## src/hw/rtl/crd_pkg.sv

```systemverilog
`default_nettype none

package crd_pkg;

   // FNV-1a 64-bit offset basis and record magic
   localparam logic [63:0] HASH_BASIS = 64'hcbf29ce484222325;
   localparam logic [31:0] REC_MAGIC  = 32'h52564334;

   // parse phases, one-hot
   typedef enum logic [13:0] {
      PH_MAGIC   = 14'h0001,
      PH_KEYLEN  = 14'h0002,
      PH_KEY     = 14'h0004,
      PH_STATUS  = 14'h0008,
      PH_TIMES   = 14'h0010,
      PH_HCOUNT  = 14'h0020,
      PH_NAMELEN = 14'h0040,
      PH_NAME    = 14'h0080,
      PH_VALLEN  = 14'h0100,
      PH_VALUE   = 14'h0200,
      PH_BODYLEN = 14'h0400,
      PH_BODY    = 14'h0800,
      PH_TRAILER = 14'h1000,
      PH_AFTER   = 14'h2000
   } phase_type;

   // error codes
   localparam logic [2:0] ERR_NONE  = 3'd0;
   localparam logic [2:0] ERR_MAGIC = 3'd1;
   localparam logic [2:0] ERR_SHORT = 3'd2;
   localparam logic [2:0] ERR_SUM   = 3'd3;
   localparam logic [2:0] ERR_TRAIL = 3'd4;

   // region tags
   localparam logic [2:0] RGN_FIXED  = 3'd0;
   localparam logic [2:0] RGN_KEY    = 3'd1;
   localparam logic [2:0] RGN_NAME   = 3'd2;
   localparam logic [2:0] RGN_VALUE  = 3'd3;
   localparam logic [2:0] RGN_BODY   = 3'd4;
   localparam logic [2:0] RGN_SUM    = 3'd5;
   localparam logic [2:0] RGN_IGNORE = 3'd6;

   // one result item
   typedef struct packed {
      logic [7:0]  data_byte;
      logic [2:0]  region;
      logic        record_done;
      logic        record_ok;
      logic [2:0]  fault_code;
      logic [15:0] http_status;
      logic [63:0] stored_at;
      logic [63:0] initial_age;
      logic [63:0] expires_at;
      logic [63:0] stale_while_revalidate;
      logic [63:0] stale_if_error;
      logic [31:0] header_count;
   } result_type;

   // one FNV-1a step; prime 2^40 + 0x1b3 done as shifts and adds
   function automatic logic [63:0] fnv_step(input logic [63:0] h, input logic [7:0] b);
      logic [63:0] x;
      x = h ^ {56'd0, b};
      return x + (x << 1) + (x << 4) + (x << 5) + (x << 7) + (x << 8) + (x << 40);
   endfunction

endpackage

`default_nettype wire

```

## src/hw/rtl/crd_parse.sv

```systemverilog
`default_nettype none

module crd_parse (
   input  wire logic               clock,
   input  wire logic               reset,
   input  wire logic               step,
   input  wire logic [7:0]         in_byte,
   input  wire logic               in_last,
   output crd_pkg::result_type     result
);

   crd_pkg::phase_type phase_ff, phase_in;
   logic [2:0]  bif_ff, bif_in;
   logic [63:0] shift_ff, shift_in;
   logic [63:0] left_ff, left_in;
   logic [31:0] hdrs_ff, hdrs_in;
   logic [2:0]  tidx_ff, tidx_in;
   logic [63:0] hash_ff, hash_in;
   logic [2:0]  err_ff, err_in;
   logic [15:0] status_ff, status_in;
   logic [63:0] stored_ff, stored_in;
   logic [63:0] age_ff, age_in;
   logic [63:0] expires_ff, expires_in;
   logic [63:0] swr_ff, swr_in;
   logic [63:0] sie_ff, sie_in;
   logic [31:0] hcount_ff, hcount_in;

   logic [63:0] acc;
   logic [2:0]  last_idx;
   logic [2:0]  region;
   logic [2:0]  err_final;

   always_comb begin
      phase_in   = phase_ff;
      bif_in     = bif_ff;
      shift_in   = shift_ff;
      left_in    = left_ff;
      hdrs_in    = hdrs_ff;
      tidx_in    = tidx_ff;
      hash_in    = hash_ff;
      err_in     = err_ff;
      status_in  = status_ff;
      stored_in  = stored_ff;
      age_in     = age_ff;
      expires_in = expires_ff;
      swr_in     = swr_ff;
      sie_in     = sie_ff;
      hcount_in  = hcount_ff;
      region     = crd_pkg::RGN_FIXED;
      acc        = shift_ff | ({56'd0, in_byte} << {bif_ff, 3'b000});

      if (phase_ff == crd_pkg::PH_STATUS) begin
         last_idx = 3'd1;
      end else if (phase_ff == crd_pkg::PH_TIMES || phase_ff == crd_pkg::PH_BODYLEN ||
                   phase_ff == crd_pkg::PH_TRAILER) begin
         last_idx = 3'd7;
      end else begin
         last_idx = 3'd3;
      end

      if (err_ff != crd_pkg::ERR_NONE) begin
         region = crd_pkg::RGN_IGNORE;
      end else if (phase_ff == crd_pkg::PH_AFTER) begin
         region = crd_pkg::RGN_IGNORE;
         err_in = crd_pkg::ERR_TRAIL;
      end else if (phase_ff == crd_pkg::PH_KEY || phase_ff == crd_pkg::PH_NAME ||
                   phase_ff == crd_pkg::PH_VALUE || phase_ff == crd_pkg::PH_BODY) begin
         // counted payload bytes
         hash_in = crd_pkg::fnv_step(hash_ff, in_byte);
         left_in = left_ff - 64'd1;
         unique case (phase_ff)
            crd_pkg::PH_KEY: begin
               region = crd_pkg::RGN_KEY;
               if (left_ff == 64'd1) phase_in = crd_pkg::PH_STATUS;
            end
            crd_pkg::PH_NAME: begin
               region = crd_pkg::RGN_NAME;
               if (left_ff == 64'd1) phase_in = crd_pkg::PH_VALLEN;
            end
            crd_pkg::PH_VALUE: begin
               region = crd_pkg::RGN_VALUE;
               if (left_ff == 64'd1) begin
                  hdrs_in  = hdrs_ff - 32'd1;
                  phase_in = (hdrs_ff != 32'd1) ? crd_pkg::PH_NAMELEN : crd_pkg::PH_BODYLEN;
               end
            end
            default: begin
               region = crd_pkg::RGN_BODY;
               if (left_ff == 64'd1) phase_in = crd_pkg::PH_TRAILER;
            end
         endcase
      end else begin
         // fixed-width little-endian fields
         if (phase_ff == crd_pkg::PH_TRAILER) begin
            region = crd_pkg::RGN_SUM;
         end else begin
            hash_in = crd_pkg::fnv_step(hash_ff, in_byte);
         end
         if (bif_ff != last_idx) begin
            bif_in   = bif_ff + 3'd1;
            shift_in = acc;
         end else begin
            bif_in   = 3'd0;
            shift_in = 64'd0;
            unique case (phase_ff)
               crd_pkg::PH_MAGIC: begin
                  if (acc[31:0] != crd_pkg::REC_MAGIC) err_in = crd_pkg::ERR_MAGIC;
                  else phase_in = crd_pkg::PH_KEYLEN;
               end
               crd_pkg::PH_KEYLEN: begin
                  left_in  = {32'd0, acc[31:0]};
                  phase_in = (acc[31:0] != 32'd0) ? crd_pkg::PH_KEY : crd_pkg::PH_STATUS;
               end
               crd_pkg::PH_STATUS: begin
                  status_in = acc[15:0];
                  tidx_in   = 3'd0;
                  phase_in  = crd_pkg::PH_TIMES;
               end
               crd_pkg::PH_TIMES: begin
                  unique case (tidx_ff)
                     3'd0:    stored_in  = acc;
                     3'd1:    age_in     = acc;
                     3'd2:    expires_in = acc;
                     3'd3:    swr_in     = acc;
                     default: sie_in     = acc;
                  endcase
                  if (tidx_ff >= 3'd4) begin
                     tidx_in  = 3'd0;
                     phase_in = crd_pkg::PH_HCOUNT;
                  end else begin
                     tidx_in = tidx_ff + 3'd1;
                  end
               end
               crd_pkg::PH_HCOUNT: begin
                  hcount_in = acc[31:0];
                  hdrs_in   = acc[31:0];
                  phase_in  = (acc[31:0] != 32'd0) ? crd_pkg::PH_NAMELEN : crd_pkg::PH_BODYLEN;
               end
               crd_pkg::PH_NAMELEN: begin
                  left_in  = {32'd0, acc[31:0]};
                  phase_in = (acc[31:0] != 32'd0) ? crd_pkg::PH_NAME : crd_pkg::PH_VALLEN;
               end
               crd_pkg::PH_VALLEN: begin
                  left_in = {32'd0, acc[31:0]};
                  if (acc[31:0] != 32'd0) begin
                     phase_in = crd_pkg::PH_VALUE;
                  end else begin
                     hdrs_in  = hdrs_ff - 32'd1;
                     phase_in = (hdrs_ff != 32'd1) ? crd_pkg::PH_NAMELEN : crd_pkg::PH_BODYLEN;
                  end
               end
               crd_pkg::PH_BODYLEN: begin
                  left_in  = acc;
                  phase_in = (acc != 64'd0) ? crd_pkg::PH_BODY : crd_pkg::PH_TRAILER;
               end
               crd_pkg::PH_TRAILER: begin
                  if (acc != hash_ff) err_in = crd_pkg::ERR_SUM;
                  phase_in = crd_pkg::PH_AFTER;
               end
               default: begin
               end
            endcase
         end
      end

      // record ends before the trailer is through
      if (err_in == crd_pkg::ERR_NONE && phase_in != crd_pkg::PH_AFTER) begin
         err_final = crd_pkg::ERR_SHORT;
      end else begin
         err_final = err_in;
      end

      result           = '0;
      result.data_byte = in_byte;
      result.region    = region;
      if (in_last) begin
         result.record_done            = 1'b1;
         result.record_ok              = (err_final == crd_pkg::ERR_NONE);
         result.fault_code             = err_final;
         result.http_status            = status_in;
         result.stored_at              = stored_in;
         result.initial_age            = age_in;
         result.expires_at             = expires_in;
         result.stale_while_revalidate = swr_in;
         result.stale_if_error         = sie_in;
         result.header_count           = hcount_in;
      end
   end

   always_ff @(posedge clock) begin
      if (reset || (step && in_last)) begin
         phase_ff   <= crd_pkg::PH_MAGIC;
         bif_ff     <= 3'd0;
         shift_ff   <= 64'd0;
         left_ff    <= 64'd0;
         hdrs_ff    <= 32'd0;
         tidx_ff    <= 3'd0;
         hash_ff    <= crd_pkg::HASH_BASIS;
         err_ff     <= crd_pkg::ERR_NONE;
         status_ff  <= 16'd0;
         stored_ff  <= 64'd0;
         age_ff     <= 64'd0;
         expires_ff <= 64'd0;
         swr_ff     <= 64'd0;
         sie_ff     <= 64'd0;
         hcount_ff  <= 32'd0;
      end else if (step) begin
         phase_ff   <= phase_in;
         bif_ff     <= bif_in;
         shift_ff   <= shift_in;
         left_ff    <= left_in;
         hdrs_ff    <= hdrs_in;
         tidx_ff    <= tidx_in;
         hash_ff    <= hash_in;
         err_ff     <= err_in;
         status_ff  <= status_in;
         stored_ff  <= stored_in;
         age_ff     <= age_in;
         expires_ff <= expires_in;
         swr_ff     <= swr_in;
         sie_ff     <= sie_in;
         hcount_ff  <= hcount_in;
      end
   end

endmodule

`default_nettype wire

```

## src/hw/rtl/cache_record_deframer.sv

```systemverilog
// Cached-response record deframer.
// req_* takes the serialized record one byte per transfer, req_tlast on its final byte.
// rsp_* returns one result per input byte: the echoed byte, its region tag in rsp_tuser,
// and on the record's last byte (rsp_tlast) the verdict and the decoded fixed fields.
// Every byte is hashed with 64-bit FNV-1a up to the 8-byte trailer, which must match.
// A result passes through the input register, then the parse logic, then the result
// register before it is offered on rsp.
// Throughput: one byte per clock while rsp_tready is high; the hash step is a constant
// multiply built from adds inside the parse stage, so bytes may arrive back to back.
// Reset (synchronous, active high) empties both registers, holds req_tready low and
// returns the parser to the start of a record; after each record's last byte the parser
// returns there by itself.
// When rsp_tready is low and a result is waiting, the result register holds. A byte
// already waiting in the input register stays there and req_tready drops in that same
// cycle; an empty input register still takes one more byte first.
`default_nettype none

module cache_record_deframer (
   input  wire logic         clock,
   input  wire logic         reset,
   input  wire logic         req_tvalid,
   output logic              req_tready,
   input  wire logic [7:0]   req_tdata,   // [7:0] in_byte
   input  wire logic         req_tlast,   // in_last
   output logic              rsp_tvalid,
   input  wire logic         rsp_tready,
   // [7:0] data_byte, [8] record_ok, [11:9] fault_code, [27:12] http_status,
   // [91:28] stored_at, [155:92] initial_age, [219:156] expires_at,
   // [283:220] stale_while_revalidate, [347:284] stale_if_error,
   // [379:348] header_count, [383:380] zero
   output logic [383:0]      rsp_tdata,
   output logic [2:0]        rsp_tuser,   // [2:0] region
   output logic              rsp_tlast    // record_done
);

   logic       in_valid_ff;
   logic [7:0] in_byte_ff;
   logic       in_last_ff;
   logic       advance;

   logic                 rsp_valid_ff;
   crd_pkg::result_type  rsp_ff;
   crd_pkg::result_type  result_in;

   // byte moves from input register to result register when the result slot frees up
   assign advance    = in_valid_ff && (!rsp_valid_ff || rsp_tready);
   assign req_tready = !reset && (!in_valid_ff || advance);

   always_ff @(posedge clock) begin
      if (reset) begin
         in_valid_ff <= 1'b0;
      end else if (req_tready) begin
         in_valid_ff <= req_tvalid;
      end
   end

   always_ff @(posedge clock) begin
      if (req_tready && req_tvalid) begin
         in_byte_ff <= req_tdata;
         in_last_ff <= req_tlast;
      end
   end

   crd_parse u_parse (
      .clock   (clock),
      .reset   (reset),
      .step    (advance),
      .in_byte (in_byte_ff),
      .in_last (in_last_ff),
      .result  (result_in)
   );

   always_ff @(posedge clock) begin
      if (reset) begin
         rsp_valid_ff <= 1'b0;
      end else if (!rsp_valid_ff || rsp_tready) begin
         rsp_valid_ff <= in_valid_ff;
      end
   end

   always_ff @(posedge clock) begin
      if (advance) begin
         rsp_ff <= result_in;
      end
   end

   assign rsp_tvalid = rsp_valid_ff;
   assign rsp_tuser  = rsp_ff.region;
   assign rsp_tlast  = rsp_ff.record_done;
   assign rsp_tdata  = {4'd0, rsp_ff.header_count, rsp_ff.stale_if_error,
                        rsp_ff.stale_while_revalidate, rsp_ff.expires_at,
                        rsp_ff.initial_age, rsp_ff.stored_at, rsp_ff.http_status,
                        rsp_ff.fault_code, rsp_ff.record_ok, rsp_ff.data_byte};

   // verdict fields only on the closing result
   a_no_verdict_midrecord: assert property (@(posedge clock) disable iff (reset)
      (rsp_tvalid && !rsp_tlast) |-> (rsp_ff.fault_code == crd_pkg::ERR_NONE && !rsp_ff.record_ok))
      else $error("verdict on a result that does not close a record");

   // ok flag agrees with the error code
   a_ok_matches_code: assert property (@(posedge clock) disable iff (reset)
      (rsp_tvalid && rsp_tlast) |-> (rsp_ff.record_ok == (rsp_ff.fault_code == crd_pkg::ERR_NONE)))
      else $error("record_ok disagrees with fault_code");

   // a blocked byte stays put in the input register
   a_input_held: assert property (@(posedge clock) disable iff (reset)
      (in_valid_ff && !advance) |=> (in_valid_ff && $stable(in_byte_ff) && $stable(in_last_ff)))
      else $error("input register lost or changed a pending byte");

endmodule

`default_nettype wire
```

## config.mk

```make
export PLATFORM = sky130hd
export DESIGN_NAME = cache_record_deframer
export DESIGN_NICKNAME = d
export VERILOG_FILES = /design/src/hw/rtl/crd_pkg.sv /design/src/hw/rtl/crd_parse.sv /design/src/hw/rtl/cache_record_deframer.sv
export SDC_FILE = /design/constraint.sdc
export NUM_CORES = 2
export LEC_CHECK = 0
export ABC_AREA = 1
export BUFFER_PORTS_ARGS = -buffer_cell sky130_fd_sc_hd__clkbuf_2
export CAP_MARGIN = 20
export CORE_ASPECT_RATIO = 1.1
export CORE_MARGIN = 4
export CORE_UTILIZATION = 35
export DETAILED_ROUTE_END_ITERATION = 12
export PLACE_DENSITY = 0.57
export SLEW_MARGIN = 20
export SYNTH_ARGS = -nofsm -noshare
export SYNTH_HDL_FRONTEND = slang
export SYNTH_SLANG_ARGS = --single-unit
```

## constraint.sdc

```tcl
create_clock -name clock -period 18 [get_ports clock]
set_input_delay 3.6 -clock clock [delete_from_list [all_inputs] [get_ports clock]]
set_output_delay 3.6 -clock clock [all_outputs]
set_load 0.02 [all_outputs]
```

==> flow_summary.json <==
{
  "run_status": "finished clean",
  "diodes": 0,
  "detailroute.via_count": 47380,
  "initial_cell_density_of_the_core_pct": 35.26,
  "final_core_util_pct": 40.03,
  "finClkSkew_ns": 0.06601,
  "detailedPlacementHpwl_mm": 139.4,
  "r2r_start": "in_byte_ff[6]$_DFFE_PP_",
  "muxShareOfSynthArea_pct": 0.09079,
  "placed_cells": 8791,
  "die_h_um": 424.2,
  "final_layout_size_suffix_gt1_share_pct": 11.09,
  "mappedNetlistArea_sq_um": 55120,
  "core_area_sq_um": 156300,
  "finalNonFillerCells": 8998,
  "main_combinational_cell_family_by_area_after_synthesis": "compound AO/OA/AOI/OAI gates",
  "synth-compound-area-share_pct": 17.39,
  "io_buffers": 398,
  "grt_setup_unrepaired": "no",
  "hold_class": "flop to flop",
  "number_of_enable_flip_flop_cells_after_synthesis": 393,
  "route.detailed.vias_per_inst": 5.266,
  "start_kind": "input pin",
  "synthSimpleGateAreaFrac_pct": 16.02,
  "maxSlewViolCount": 0,
  "dieArea_sq_um": 163900,
  "global_route.overflow_total": 0,
  "yosys.area_share.adder_pct": 11.75,
  "synth_cells": 6604,
  "layout.filler_cells": 15820,
  "rows": 152,
  "drv.max_cap_violation_count": 0,
  "report.final.hold_viol_count": 0,
  "critical_path_class": "input pin to flop",
  "cts_sinks": 1010,
  "critPathSlowestCell": "sky130_fd_sc_hd__buf_4",
  "synth_xor_area_share_pct": 2.590,
  "cp_max_fo": 143,
  "grt_first_pass_wirelength_mm": 290.1,
  "multiInputGateArea_sq_um": 26430,
  "critical-path-max-stage-delay_ns": 0.87,
  "wl_per_cell_um": 21.96,
  "async_flop_share_pct": 0,
  "clock_tree_from_tritoncts": "built",
  "synthToLayoutAreaGrowth_pct": 13.53,
  "cts_hold_buf": 0,
  "post-route-period-util_pct": 45.22,
  "fin_nets": 7204,
  "remaining_max_slew_budget_at_the_tightest_pin_pct": 23.37,
  "finalWirelength_mm": 197.6,
  "setup_tns_ns": 0,
  "die_x_um": 386.4,
  "antenna_violating_nets_post_route": 0,
  "final.min_clock_period_ns": 8.140,
  "critical_path.startpoint": "rsp_tready",
  "htree_levels": 3,
  "holdWs_ns": 0.4566,
  "antenna_violations_before_repair": 0,
  "critical_register_to_register_path_endpoint": "u_parse.hash_ff[42]$_SDFFE_PP1P_",
  "cp-end-kind": "flop",
  "critPathMostFrequentCell": "sky130_fd_sc_hd__buf_4",
  "worst_skew_pair.late_latency_ns": 0.76,
  "num_io_pins": 403,
  "final-setup-viol-count": 0,
  "achievable-frequency_mhz": 122.9,
  "via_count_of_the_first_global_routing_pass": 44000,
  "dominantRegCellSynth": "sky130_fd_sc_hd__dfxtp_1",
  "grt_use_total_pct": 23.42,
  "maximum_number_of_pins_on_one_net_before_global_route_repair": 285,
  "cells_resized_by_post_cts_repair": 0,
  "ff2ff_setup_slack_ns": 11.22,
  "cp-endpoint": "u_parse.sie_ff[38]$_SDFFE_PP0P_",
  "timing.critical_path.required_ns": 18.62,
  "crit_arrival_ns": 8.76,
  "dr.pass1.iters": 6,
  "post_synthesis_sequential_area_ratio_pct": 43.82,
  "sequential_cell_area_sq_um": 24150,
  "crit_chain": "clkbuf_2 -> inv_1 -> nand2_1 -> nand2_1 -> inv_8 -> buf_4 -> buf_4 -> buf_16 -> buf_4 -> buf_4 -> o21ai_0 -> a21oi_1",
  "cts_buffer_count": 108,
  "tightest_slew_ns": 1.142,
  "ff2ff_path_depth": 21,
  "postSynthRegisterBits": 1010,
  "gp_congestion": 0.9393,
  "post_cts.repair.setup_buffers": 0,
  "ctsLongestPathBuffers": 3,
  "ctsRootBufferMaster": "sky130_fd_sc_hd__clkbuf_16",
  "cts.clk_slew.worst_paths_ns": 0.06,
  "yosysUniqueCellTypes": 64,
  "violation_count_after_the_first_detailed_route_iteration": 4784,
  "yosys_warnings": 0,
  "post_route_drc_violation_count": 0,
  "postSynthAreaPerCell_sq_um": 8.347
}
per-stage QoR:
stage,worst slack (ns),cell area [sq um]
global placement,8.981,58740
floorplan,2.217,55130
CTS,9.649,62530
finish,9.860,62580
global route,9.283,62580
detailed placement,8.906,58740
layout make-up:
type | count | share of cell area (%)
clock buffers | 146 | 4.820
clock inverters | 59 | 1.238
inverters | 791 | 4.792
multi-input cells | 4442 | 42.23
flip-flops and latches | 1010 | 38.60
well taps | 2079 | 4.157
repair buffers | 471 | 4.163
worst min-delay path by stage:
| stage | start | end | slack (ns) | cells after the start |
|---|---|---|---|---|
| 6_report | u_parse.shift_ff[13]$_SDFFE_PP0P_ | u_parse.shift_ff[13]$_SDFFE_PP0P_ | 0.46 | 2 |
| 5_1_grt | u_parse.shift_ff[53]$_SDFFE_PP0P_ | u_parse.shift_ff[53]$_SDFFE_PP0P_ | 0.47 | 2 |
| 4_1_cts | u_parse.shift_ff[53]$_SDFFE_PP0P_ | u_parse.shift_ff[53]$_SDFFE_PP0P_ | 0.46 | 2 |
| 3_5_place_dp | u_parse.shift_ff[39]$_SDFFE_PP0P_ | u_parse.shift_ff[39]$_SDFFE_PP0P_ | 0.45 | 2 |
| 3_3_place_gp | u_parse.shift_ff[11]$_SDFFE_PP0P_ | u_parse.shift_ff[11]$_SDFFE_PP0P_ | 0.44 | 2 |
| 2_1_floorplan | in_byte_ff[3]$_DFFE_PP_ | rsp_tdata[3]$_DFFE_PP_ | 0.42 | 0 |
Yosys cell counts, drive strengths merged (5+ instances only):
cell type    n  area share, %
nand2      880            6.1
edfxtp     393             21
xor2       123            2.0
clkinv      10          0.068
o21bai      23           0.32
a211oi      52           0.72
inv        781            5.3
o31ai        7          0.095
a31oi       34           0.39
a22oi       17           0.23
xnor2       40           0.64
nor2       867            6.2
fa         251            9.1
buf        118            1.3
o21a        11           0.15
nor3        56           0.53
o22ai       14           0.16
a221oi       9           0.14
clkbuf     246            1.7
o211ai      74            1.0
a21o        11           0.15
or2         20           0.23
o21ai      903            8.2
ha         116            2.6
nand3      222            2.1
nor4        13           0.15
dfxtp      617             22
a21oi      615            5.6
mux2i        5          0.091
nand4       54           0.67
metal layers:
layer	up-vias	wire length [um]	global-route usage (%)
li1	22340	-	-
met1	22770	84530	32.20
met2	1893	88110	36.49
met3	376	15440	3.638
met4	0	9527	10.21
met5	-	0	0
cells in the final DEF (no fill, tap or decap), types with 218 or more instances in the layout:
master / count
sky130_fd_sc_hd__inv_1: 753
sky130_fd_sc_hd__fa_1: 251
sky130_fd_sc_hd__o21ai_0: 763
sky130_fd_sc_hd__edfxtp_1: 393
sky130_fd_sc_hd__nand3_1: 218
sky130_fd_sc_hd__dfxtp_1: 616
sky130_fd_sc_hd__nand2_1: 869
sky130_fd_sc_hd__clkbuf_2: 398
sky130_fd_sc_hd__a21oi_1: 611
sky130_fd_sc_hd__nor2_1: 824
logic make-up (layout without fill, tap and decap cells):
group / Yosys count / after routing
compound gates: 1784 / 1784
xor+xnor: 163 / 163
fa+ha+maj: 367 / 367
buf+inv: 1155 / 1467
flops: 1010 / 1010
mux: 5 / 5
other cells: 1 / 4
simple gates: 2119 / 2119
flip-flops by register name, summed over array words and instances, names as in the netlist, 32 cells and up:
register / count
rsp_tdata: 380
u_parse.age_ff: 64
u_parse.expires_ff: 64
u_parse.hash_ff: 64
u_parse.hcount_ff: 32
u_parse.hdrs_ff: 32
u_parse.left_ff: 64
u_parse.shift_ff: 64
u_parse.sie_ff: 64
u_parse.stored_ff: 64
u_parse.swr_ff: 64
critical path, delay by kind of cell:
kind,cells,cell delay [ns]
buffers and inverters,8,4.10
and+or+nand+nor,2,0.39
AOI/OAI and AO/OA,2,0.34
Power is not shown: default switching activity piles up to over one toggle a cycle in this logic, so the estimate is an artifact.
